$ cat src/rtl/core/ksvt_pkg.sv
// ============================================================================
// ksvt_pkg
// Shared types and codes for the keyed sensor value table: entry layout,
// action and status codes, table sizing.
// ============================================================================
package ksvt_pkg;

    localparam int TABLE_DEPTH  = 32;
    localparam int PAYLOAD_BITS = 32;
    localparam int MAX_RESULTS  = 32;

    // counters that must also hold the depth itself
    localparam int CNT_W = $clog2(TABLE_DEPTH + 1);
    localparam int LIM_W = 6;

    // action codes
    localparam logic [1:0] ACT_CLEAR  = 2'd0;
    localparam logic [1:0] ACT_UPSERT = 2'd1;
    localparam logic [1:0] ACT_LIST   = 2'd2;

    // status codes
    localparam logic [1:0] ST_OK      = 2'd0;
    localparam logic [1:0] ST_INVALID = 2'd1;
    localparam logic [1:0] ST_FULL    = 2'd2;

    // one stored table entry
    typedef struct packed {
        logic [63:0]             dev;
        logic [7:0]              ep;
        logic [15:0]             clu;
        logic [15:0]             att;
        logic [PAYLOAD_BITS-1:0] val;
    } entry_t;

endpackage

$ cat src/rtl/core/keyed_sensor_value_table_core.sv
// ============================================================================
// keyed_sensor_value_table_core
// Keyed sensor value table: a ring of entry cells that rotates one full turn
// per valid upsert or nonzero-limit list, with the head compared each cycle.
// ============================================================================
//
//  channel | handshake            | payload
//  --------+----------------------+---------------------------------------------
//  req     | req_valid/req_ready  | action device_id endpoint cluster attribute
//          |                      | payload max_entries
//  rsp     | rsp_valid/rsp_ready  | status has_entry out_endpoint out_cluster
//          |                      | out_attribute out_payload last
//
//  Clear, rejected, unknown-action and zero-limit list transactions go from
//  idle straight to the finish state. Other upserts and lists turn the ring
//  once, one cell per cycle unless a list hit stalls it, so the head sees
//  every slot in table order and ends aligned.
//  A list hit stalls the ring while the previous hit waits for a free
//  response register, and the final response waits for it likewise; the
//  response register lets a new request in early.
//  Reset clears the ready flag and entry count; the cells are not cleared.
//
module keyed_sensor_value_table_core (
    input  logic        clk,
    input  logic        rst_n,
    input  logic        req_valid,
    output logic        req_ready,
    input  logic [1:0]  action,
    input  logic [63:0] device_id,
    input  logic [7:0]  endpoint,
    input  logic [15:0] cluster,
    input  logic [15:0] attribute,
    input  logic [31:0] payload,
    input  logic [5:0]  max_entries,
    output logic        rsp_valid,
    input  logic        rsp_ready,
    output logic [1:0]  status,
    output logic        has_entry,
    output logic [7:0]  out_endpoint,
    output logic [15:0] out_cluster,
    output logic [15:0] out_attribute,
    output logic [31:0] out_payload,
    output logic        last
);
    import ksvt_pkg::*;

    typedef enum logic [2:0] {
        S_IDLE   = 3'b001,
        S_SCAN   = 3'b010,
        S_FINISH = 3'b100
    } state_t;

    // control registers
    state_t           state_reg,     state_next;
    logic             ready_reg,     ready_next;
    logic [CNT_W-1:0] count_reg,     count_next;
    logic [CNT_W-1:0] idx_reg,       idx_next;
    logic [LIM_W-1:0] n_reg,         n_next;
    logic             matched_reg,   matched_next;
    logic             pend_has_reg,  pend_has_next;
    logic             rsp_valid_reg, rsp_valid_next;

    // payload registers
    logic [1:0]       act_reg,       act_next;
    entry_t           key_reg,       key_next;
    logic [LIM_W-1:0] lim_reg,       lim_next;
    logic [1:0]       res_st_reg,    res_st_next;
    entry_t           pend_reg,      pend_next;
    logic [1:0]       status_reg,    status_next;
    logic             has_reg,       has_next;
    logic [7:0]       ep_reg,        ep_next;
    logic [15:0]      clu_reg,       clu_next;
    logic [15:0]      att_reg,       att_next;
    logic [31:0]      val_reg,       val_next;
    logic             last_reg,      last_next;

    // ring wiring
    entry_t chain [TABLE_DEPTH];
    entry_t tail_in;
    entry_t head;
    logic   step;

    logic req_fire;
    logic out_free;
    logic head_valid;
    logic key_hit;
    logic list_hit;
    logic append_now;
    logic is_upsert;
    logic stall;
    logic last_step;

    // build the ring: cell k takes from cell k+1, the tail from the head path
    for (genvar k = 0; k < TABLE_DEPTH; k++)
    begin : g_cell
        entry_t din_k;
        if (k == TABLE_DEPTH - 1)
        begin : g_tail
            assign din_k = tail_in;
        end
        else
        begin : g_mid
            assign din_k = chain[k+1];
        end
        ksvt_cell u_cell (
            .clk   (clk),
            .shift (step),
            .din   (din_k),
            .dout  (chain[k])
        );
    end

    assign head      = chain[0];
    assign req_ready = (state_reg == S_IDLE);
    assign req_fire  = req_valid && req_ready;
    assign out_free  = !rsp_valid_reg || rsp_ready;

    // compare the head slot against the held request
    always_comb
    begin
        is_upsert  = (act_reg == ACT_UPSERT);
        head_valid = (idx_reg < count_reg);
        key_hit    = head_valid && (head.dev == key_reg.dev) && (head.ep == key_reg.ep)
                     && (head.clu == key_reg.clu) && (head.att == key_reg.att);
        list_hit   = head_valid && (head.dev == key_reg.dev) && (n_reg < lim_reg);
        append_now = (idx_reg == count_reg) && !matched_reg
                     && (count_reg != CNT_W'(TABLE_DEPTH));
        stall      = !is_upsert && list_hit && pend_has_reg && !out_free;
        step       = (state_reg == S_SCAN) && !stall;
        last_step  = (idx_reg == CNT_W'(TABLE_DEPTH - 1));
    end

    // feed the tail: pass the head on, rewritten on an upsert hit or append
    always_comb
    begin
        tail_in = head;
        if (is_upsert && key_hit)
        begin
            tail_in.val = key_reg.val;
        end
        else if (is_upsert && append_now)
        begin
            tail_in = key_reg;
        end
    end

    // sequence transactions and load the response register
    always_comb
    begin
        state_next     = state_reg;
        ready_next     = ready_reg;
        count_next     = count_reg;
        idx_next       = idx_reg;
        n_next         = n_reg;
        matched_next   = matched_reg;
        pend_has_next  = pend_has_reg;
        act_next       = act_reg;
        key_next       = key_reg;
        lim_next       = lim_reg;
        res_st_next    = res_st_reg;
        pend_next      = pend_reg;
        status_next    = status_reg;
        has_next       = has_reg;
        ep_next        = ep_reg;
        clu_next       = clu_reg;
        att_next       = att_reg;
        val_next       = val_reg;
        last_next      = last_reg;
        rsp_valid_next = rsp_valid_reg && !rsp_ready;

        case (state_reg)
            S_IDLE:
            begin
                if (req_fire)
                begin
                    act_next      = action;
                    key_next.dev  = device_id;
                    key_next.ep   = endpoint;
                    key_next.clu  = cluster;
                    key_next.att  = attribute;
                    key_next.val  = payload[PAYLOAD_BITS-1:0];
                    lim_next      = (max_entries > LIM_W'(MAX_RESULTS))
                                    ? LIM_W'(MAX_RESULTS) : max_entries;
                    idx_next      = '0;
                    n_next        = '0;
                    matched_next  = 1'b0;
                    pend_has_next = 1'b0;
                    res_st_next   = ST_OK;
                    state_next    = S_FINISH;
                    case (action)
                        ACT_CLEAR:
                        begin
                            ready_next = 1'b1;
                            count_next = '0;
                        end
                        ACT_UPSERT:
                        begin
                            if (!ready_reg || (device_id == 64'd0))
                                res_st_next = ST_INVALID;
                            else
                                state_next = S_SCAN;
                        end
                        ACT_LIST:
                        begin
                            if (!ready_reg)
                                res_st_next = ST_INVALID;
                            else if (max_entries != '0)
                                state_next = S_SCAN;
                        end
                        default:
                        begin
                            res_st_next = ST_INVALID;
                        end
                    endcase
                end
            end
            S_SCAN:
            begin
                if (step)
                begin
                    idx_next = idx_reg + 1'b1;
                    if (is_upsert)
                    begin
                        if (key_hit)
                            matched_next = 1'b1;
                        if (append_now)
                        begin
                            matched_next = 1'b1;
                            count_next   = count_reg + 1'b1;
                        end
                        if (last_step)
                            res_st_next = (matched_reg || key_hit || append_now)
                                          ? ST_OK : ST_FULL;
                    end
                    else if (list_hit)
                    begin
                        // release the previous hit, keep the new one pending
                        if (pend_has_reg)
                        begin
                            rsp_valid_next = 1'b1;
                            status_next    = ST_OK;
                            has_next       = 1'b1;
                            ep_next        = pend_reg.ep;
                            clu_next       = pend_reg.clu;
                            att_next       = pend_reg.att;
                            val_next       = 32'(pend_reg.val);
                            last_next      = 1'b0;
                        end
                        pend_next     = head;
                        pend_has_next = 1'b1;
                        n_next        = n_reg + 1'b1;
                    end
                    if (last_step)
                        state_next = S_FINISH;
                end
            end
            S_FINISH:
            begin
                if (out_free)
                begin
                    rsp_valid_next = 1'b1;
                    last_next      = 1'b1;
                    if (pend_has_reg)
                    begin
                        status_next = ST_OK;
                        has_next    = 1'b1;
                        ep_next     = pend_reg.ep;
                        clu_next    = pend_reg.clu;
                        att_next    = pend_reg.att;
                        val_next    = 32'(pend_reg.val);
                    end
                    else
                    begin
                        status_next = res_st_reg;
                        has_next    = 1'b0;
                        ep_next     = '0;
                        clu_next    = '0;
                        att_next    = '0;
                        val_next    = '0;
                    end
                    state_next = S_IDLE;
                end
            end
            default:
            begin
                state_next = S_IDLE;
            end
        endcase
    end

    // control state
    always_ff @(posedge clk or negedge rst_n)
    begin
        if (!rst_n)
        begin
            state_reg     <= S_IDLE;
            ready_reg     <= 1'b0;
            count_reg     <= '0;
            idx_reg       <= '0;
            n_reg         <= '0;
            matched_reg   <= 1'b0;
            pend_has_reg  <= 1'b0;
            rsp_valid_reg <= 1'b0;
        end
        else
        begin
            state_reg     <= state_next;
            ready_reg     <= ready_next;
            count_reg     <= count_next;
            idx_reg       <= idx_next;
            n_reg         <= n_next;
            matched_reg   <= matched_next;
            pend_has_reg  <= pend_has_next;
            rsp_valid_reg <= rsp_valid_next;
        end
    end

    // request, pending hit and response payload
    always_ff @(posedge clk)
    begin
        act_reg    <= act_next;
        key_reg    <= key_next;
        lim_reg    <= lim_next;
        res_st_reg <= res_st_next;
        pend_reg   <= pend_next;
        status_reg <= status_next;
        has_reg    <= has_next;
        ep_reg     <= ep_next;
        clu_reg    <= clu_next;
        att_reg    <= att_next;
        val_reg    <= val_next;
        last_reg   <= last_next;
    end

    assign rsp_valid     = rsp_valid_reg;
    assign status        = status_reg;
    assign has_entry     = has_reg;
    assign out_endpoint  = ep_reg;
    assign out_cluster   = clu_reg;
    assign out_attribute = att_reg;
    assign out_payload   = val_reg;
    assign last          = last_reg;

    // entry count never passes the table depth
    a_count_bound: assert property (@(posedge clk) disable iff (!rst_n)
        count_reg <= CNT_W'(TABLE_DEPTH))
        else $error("entry count beyond table depth");

    // a list never holds more hits than its limit
    a_list_limit: assert property (@(posedge clk) disable iff (!rst_n)
        (state_reg == S_SCAN) |-> (n_reg <= lim_reg))
        else $error("list hit count beyond limit");

    // a completed turn of the ring always leads to the final response
    a_turn_done: assert property (@(posedge clk) disable iff (!rst_n)
        (step && last_step) |=> (state_reg == S_FINISH))
        else $error("ring turn did not end the scan");

    // an accepted request always leaves idle
    a_leave_idle: assert property (@(posedge clk) disable iff (!rst_n)
        req_fire |=> (state_reg != S_IDLE))
        else $error("request accepted without leaving idle");

    // a response without an entry is always the final one
    a_empty_last: assert property (@(posedge clk) disable iff (!rst_n)
        (rsp_valid_reg && !has_reg) |-> last_reg)
        else $error("empty response not marked last");

endmodule

$ cat src/rtl/core/ksvt_cell.sv
// ============================================================================
// ksvt_cell
// One storage cell of the entry ring. Takes the entry of its neighbor when
// the ring advances and holds it otherwise.
// ============================================================================
module ksvt_cell (
    input  logic            clk,
    input  logic            shift,
    input  ksvt_pkg::entry_t din,
    output ksvt_pkg::entry_t dout
);
    import ksvt_pkg::*;

    entry_t entry_reg;
    entry_t entry_next;

    // advance or hold
    always_comb
    begin
        entry_next = shift ? din : entry_reg;
    end

    always_ff @(posedge clk)
    begin
        entry_reg <= entry_next;
    end

    assign dout = entry_reg;

endmodule

$ cat config.mk
export PLATFORM = sky130hd
export DESIGN_NAME = keyed_sensor_value_table_core
export DESIGN_NICKNAME = d
export VERILOG_FILES = /design/src/rtl/core/ksvt_pkg.sv /design/src/rtl/core/keyed_sensor_value_table_core.sv /design/src/rtl/core/ksvt_cell.sv
export SDC_FILE = /design/constraint.sdc
export NUM_CORES = 2
export LEC_CHECK = 0
export BUFFER_PORTS_ARGS = -buffer_cell sky130_fd_sc_hd__buf_2
export CAP_MARGIN = 25
export CELL_PAD_IN_SITES_DETAIL_PLACEMENT = 1
export CELL_PAD_IN_SITES_GLOBAL_PLACEMENT = 1
export CORE_ASPECT_RATIO = 0.8
export CORE_UTILIZATION = 50
export CTS_CLUSTER_DIAMETER = 30
export DETAILED_ROUTE_END_ITERATION = 10
export PLACE_DENSITY_LB_ADDON = 0.1
export SLEW_MARGIN = 20
export SYNTH_ARGS = -nofsm -noshare
export SYNTH_HDL_FRONTEND = slang
export SYNTH_SLANG_ARGS = --single-unit
$ cat constraint.sdc
create_clock -name clk -period 147 [get_ports clk]
set_input_delay 44.1 -clock clk [delete_from_list [all_inputs] [get_ports clk]]
set_output_delay 44.1 -clock clk [all_outputs]
set_load 0.01 [all_outputs]
After elaboration in Yosys (flattened, before gate mapping)
Cells that the tools add are included.
- equality and inequality tests: 24
- add/sub/neg operators: 3
- reductions and logical operators: 41
- mux-type cells: 98
- bitwise operators: 1
- order comparisons: 3
- operator list (cell ; number):
    $mux 32 ; 7
    $mux 16 ; 12
    $mux 136 ; 1
    $mux 104 ; 1
    $eq 64x64->1 ; 1
    $logic_not 64->1 ; 1
    $pmux 16 s2 ; 2
    $pmux 32 s2 ; 1
    $mux 6 ; 10
    $mux 8 ; 6
    $pmux 6 s2 ; 3
    $eq 16x16->1 ; 2
    $mux 1 ; 26
    $mux 2 ; 11
    $mux 3 ; 7
    $add 6x1->6 const B ; 3
    $pmux 8 s2 ; 1
    $logic_and 1x1->1 ; 15
    $reduce_and 5->1 ; 3
    $ne 2x2->1 const B ; 7
    $lt 6x6->1 ; 2
    $reduce_and 6->1 ; 2
    $pmux 1 s2 ; 5
    $pmux 3 s3 ; 1
    24 further kinds ; 40
- bits of input ports: 148
- word-level logic and storage cells: 357
- register bits: 4671
- output and inout port bits: 78

Logic depth before layout (Yosys ltp)
- depth in word-level cells: 12
- gate-level depth with buffers: 12
- gate-level depth less buffers: 9

Cells and area by module
A second synthesis with hierarchy kept.
- cells, all modules: 5262
- area, all modules: 144843.9 um^2
- modules (own cells, without submodules) (module ; instances ; area an instance (um^2) ; seq. area each (um^2) ; cells an instance):
    ksvt_cell ; 32 ; 4083.9 ; 4083.9 ; 136
    keyed_sensor_value_table_core ; 1 ; 14158.6 ; 9455.3 ; 910

Least setup slack after synthesis
Ideal clock, no wire load.
- path kind: input -> register
- start point: in rsp_ready
- end point: reg g_cell[0].u_cell.entry_reg, in the netlist g_cell[0].u_cell.dout[0] (enable)
- data required time: 142.394 ns
- stages: 6
- path slack: 14.451 ns
- buffers on the path: 1
- arrival: 127.944 ns
- library setup time: 4.606 ns
- cell sequence: nor2b_1 > and2_1 > nand2b_1 > o31ai_1 > clkbuf_1 > inv_1
- cells in the longest elaborated chain, start to end: 5
- RTL lines (element ; line ; source):
    start, declared ; keyed_sensor_value_table_core.sv:36 ; input logic rsp_ready,
    $logic_or 1x1->1 ; keyed_sensor_value_table_core.sv:116 ; assign out_free = !rsp_valid_reg || rsp_ready;
    $logic_not 1->1 ; keyed_sensor_value_table_core.sv:128 ; stall = !is_upsert && list_hit && pend_has_reg && !out_free;
    $logic_and 1x1->1 ; keyed_sensor_value_table_core.sv:128 ;
    $logic_not 1->1 ; keyed_sensor_value_table_core.sv:129 ; step = (state_reg == S_SCAN) && !stall;
    $logic_and 1x1->1 ; keyed_sensor_value_table_core.sv:129 ;
    end signal, assigned ; ksvt_cell.sv:25 ; entry_reg <= entry_next;
    end, declared ; ksvt_cell.sv:14 ; entry_t entry_reg;
No other way between the ends.
A chain may end at the register's enable or synchronous reset.

Worst setup path in the final report
- start point: in rsp_ready
- end point: reg g_cell[21].u_cell.entry_reg, in the netlist g_cell[21].u_cell.dout[17] (enable)
- cells in the longest elaborated chain, start to end: 5
- RTL lines (element ; line):
    $logic_or 1x1->1 ; keyed_sensor_value_table_core.sv:116
    $logic_not 1->1 ; keyed_sensor_value_table_core.sv:128
    $logic_and 1x1->1 ; keyed_sensor_value_table_core.sv:128
    $logic_not 1->1 ; keyed_sensor_value_table_core.sv:129
    $logic_and 1x1->1 ; keyed_sensor_value_table_core.sv:129
    end signal, assigned ; ksvt_cell.sv:25
    end, declared ; ksvt_cell.sv:14
No other way between the ends.

==> results by group <==
Status
  – Status: completed

Synthesis
  – Yosys cell types: 50
  – Yosys warns: 0
  – Ys flop type: edfxtp_1
  – Adder-cell share of the synthesized area: 0.164%
  – Post-synthesis net count: 5417
  – Synth top area share: 96.4%
  – Post-Synthesis Cell Area: 145000 µm²
  – Syn avg cell area: 27.6 µm²
  – Post-synthesis mux area share: 1.07%
  – #FFs+latches synth: 4671
  – Synth async-reset ratio: 0.535%
  – Largest family of logic cells by synthesized area: multiplexers
  – Area contributors post-synth: edfxtp_1 (96%), mux2_2 (1.0%), dfrtp_1 (0.41%), nor2b_1 (0.36%), xor2_1 (0.33%)
  – Post-synth top cells: edfxtp_1 (4646), mux2_2 (130), nor2b_1 (84), xor2_1 (55), xnor2_1 (53)
  – Number of flops mapped to enable cells by yosys: 4646
  – Post-Synthesis Cells: 5250
  – Area fraction in compound gates after synthesis: 0.252%
  – Area leader, netlist: edfxtp_1
  – Sequential area share after synthesis: 96.8%
  – Fraction of synthesized cell area in xor and xnor cells: 0.654%
  – Most frequent cell after synthesis: edfxtp_1
  – Synth Area in Simple Gates: 0.864%

Routing
  – Number of DRC markers in iteration 0: 4520
  – Routed len/inst: 21.4 µm
  – DR pass1 iterations: 5
  – Detailed-route vias per instance: 4.90
  – Vias: 51600
  – Final WL: 225 mm
  – Drc violations: 0
  – DRT antenna net count: 0

STA
  – Slew Viols, Final: 0
  – Final hold vios: 0
  – FMAX: 0.0201 GHz
  – Total negative slack: 0 ps
  – Final min period: 49730 ps
  – Slew HR: 20.3%
  – Worst-margin pin slew: 1190 ps
  – Final setup violation count: 0
  – RSZ-0062 raised after global routing: no
  – Tcrit/Tclk final: 33.8%
  – Worst hold slack: 395 ps
  – Worst setup margin: 97270 ps
  – Final Skew: 35.0 ps

Floorplan
  – Die Width: 604 µm
  – Die H: 483 µm
  – Top Ports: 226
  – Rows: 176
  – Die ar.: 292000 µm²
  – Starting Density: 50.3%
  – Total core area: 288000 µm²

Global route
  – Initial antenna violation count: 20
  – GRT overflow: 0
  – Largest net degree at the start of global routing: 204
  – First-pass GRT wire length: 337 mm
  – Vias in the first global route: 53400
  – GRT Total Usage: 15.5%

Critical path
  – Max FO, Critical Path: 203
  – Largest stage delay on the critical path: 910 ps
  – Crit-path slowest cell: buf_4
  – Kind of end point of the critical path: flop
  – CP Data Required Time: 147510 ps
  – Crit Path Category: input port to flop
  – Crit path cell chain: buf_2, nor2b_1, and2_1, nand2b_1, o31ai_2, buf_4, inv_8, buf_12, buf_4, buf_4, buf_4, buf_4
  – CP delay by family, top: buffers and inverters
  – Most frequent CP cell: buf_4
  – Setup crit start kind: input port
  – Arrival time at the worst endpoint: 50240 ps
  – Worst path bufs/invs: 8

Clock tree
  – CTS tree: built
  – Clock Pin Slew Worst Setup and Hold Paths: 50 ps
  – Clk buf depth: 4
  – CTS Sinks: 4671
  – Postcts setup bufs: 0
  – Hold Buf Count CTS: 0
  – Clk Latency, worst-skew pair: 900 ps
  – CTS Buf Count: 649
  – Post-CTS Resized: 0
  – H-tree level count: 6
  – Clk root buf: clkbuf_16

Layout
  – Largest register FFs: 4352
  – Final #Nets: 6331
  – Post-Layout Cell Count: 10500
  – Share of layout cells above drive strength 1: 22.5%
  – Area Overhead vs Synth: 19.7%

Pwr
  – Lkg Pwr: 55.7 nW
  – Cell Pwr Density: 18.6 nW/µm²
  – Worst vdd ir: 0.0134 mV
  – Pwr Total: 0.00322 W

Placed design
  – PortBufs: 225
  – HPWL after DPL: 119 mm
  – GP Congestion: 0.726
  – Placement Setup Slack: 96200 ps
  – Inst Count DP: 9336

Min path
  – Worst Hold Class: flop to flop

Job
  – Maxcap violations: 0
## cells in the final DEF (no fill, tap or decap), types with 6 or more instances in the layout
cell type,n
o21ai_0,12
mux2_1,6
clkinvlp_4,77
xor2_1,55
a21oi_1,11
nand3_1,9
buf_12,9
nand2_1,24
buf_4,46
nor2b_1,83
clkinv_4,56
nor4_2,12
nor4_1,22
buf_2,225
nor2_1,7
dfrtp_1,24
inv_6,75
clkinv_2,90
ha_1,19
clkinv_8,16
clkinv_1,57
clkbuf_1,66
mux2_2,130
clkbuf_16,666
xnor2_1,53
inv_8,12
edfxtp_1,4646
nand4_1,21
bufinv_16,69
inv_1,21
## through the flow
step / area (µm²) / utilization [%]
floorplan: 145000 / -
global placement: 151000 / 52.6
detailed placement: 151000 / 52.6
CTS: 173000 / 60.2
global route: 173000 / 60.2
finish: 173000 / 60.2
## worst paths after layout
check / slack, ps / endpoint / from / depth (start not counted)
max in group asynchronous: 103350 / n_reg[1] / rst_n / 1
worst min-delay path: 400 / g_cell[12].u_cell.dout[64] / g_cell[13].u_cell.dout[64] / 0
worst max register to register: 139050 / g_cell[21].u_cell.dout[17] / key_reg[111] / 12
min in group asynchronous: 43220 / ready_reg / rst_n / 1
worst max-delay path: 97270 / g_cell[21].u_cell.dout[17] / rsp_ready / 12
worst min register to register: 400 / g_cell[12].u_cell.dout[64] / g_cell[13].u_cell.dout[64] / 0
## layout make-up
cell class / count / area [µm²]
timing repair buffer: 289 / 1830
sequential: 4671 / 140000
clock inverter: 454 / 4920
multi-input combinational: 530 / 4470
clock buffer: 732 / 16900
antenna: 5 / 12.5
inverter: 23 / 101
fill: 22700 / 114000
tap: 3827 / 4790
## cells by family after synthesis
group                      Yosys count
adders and majority gates           19
buffers and inverters               49
AOI/OAI and AO/OA                   55
muxes                              138
xor gates and xnor gates           108
and+or+nand+nor                    210
DFF                               4671
## metal layers
layer	up-vias	GRT usage, %	share of wire, %
met5	-	0	0.018
met2	1007	23.1	46
li1	23400	-	-
met1	26700	22.7	46
met3	458	3.25	4.2
met4	6	6.00	3.3
## power breakdown
part           internal [W]  switching (W)  total (W)
clock              0.000961       0.000574    0.00153
sequential          0.00156      0.0000293    0.00159
combinational     0.0000241      0.0000762   0.000100
total               0.00254       0.000679    0.00322
Note: power is estimated with default switching activity, not from simulation.
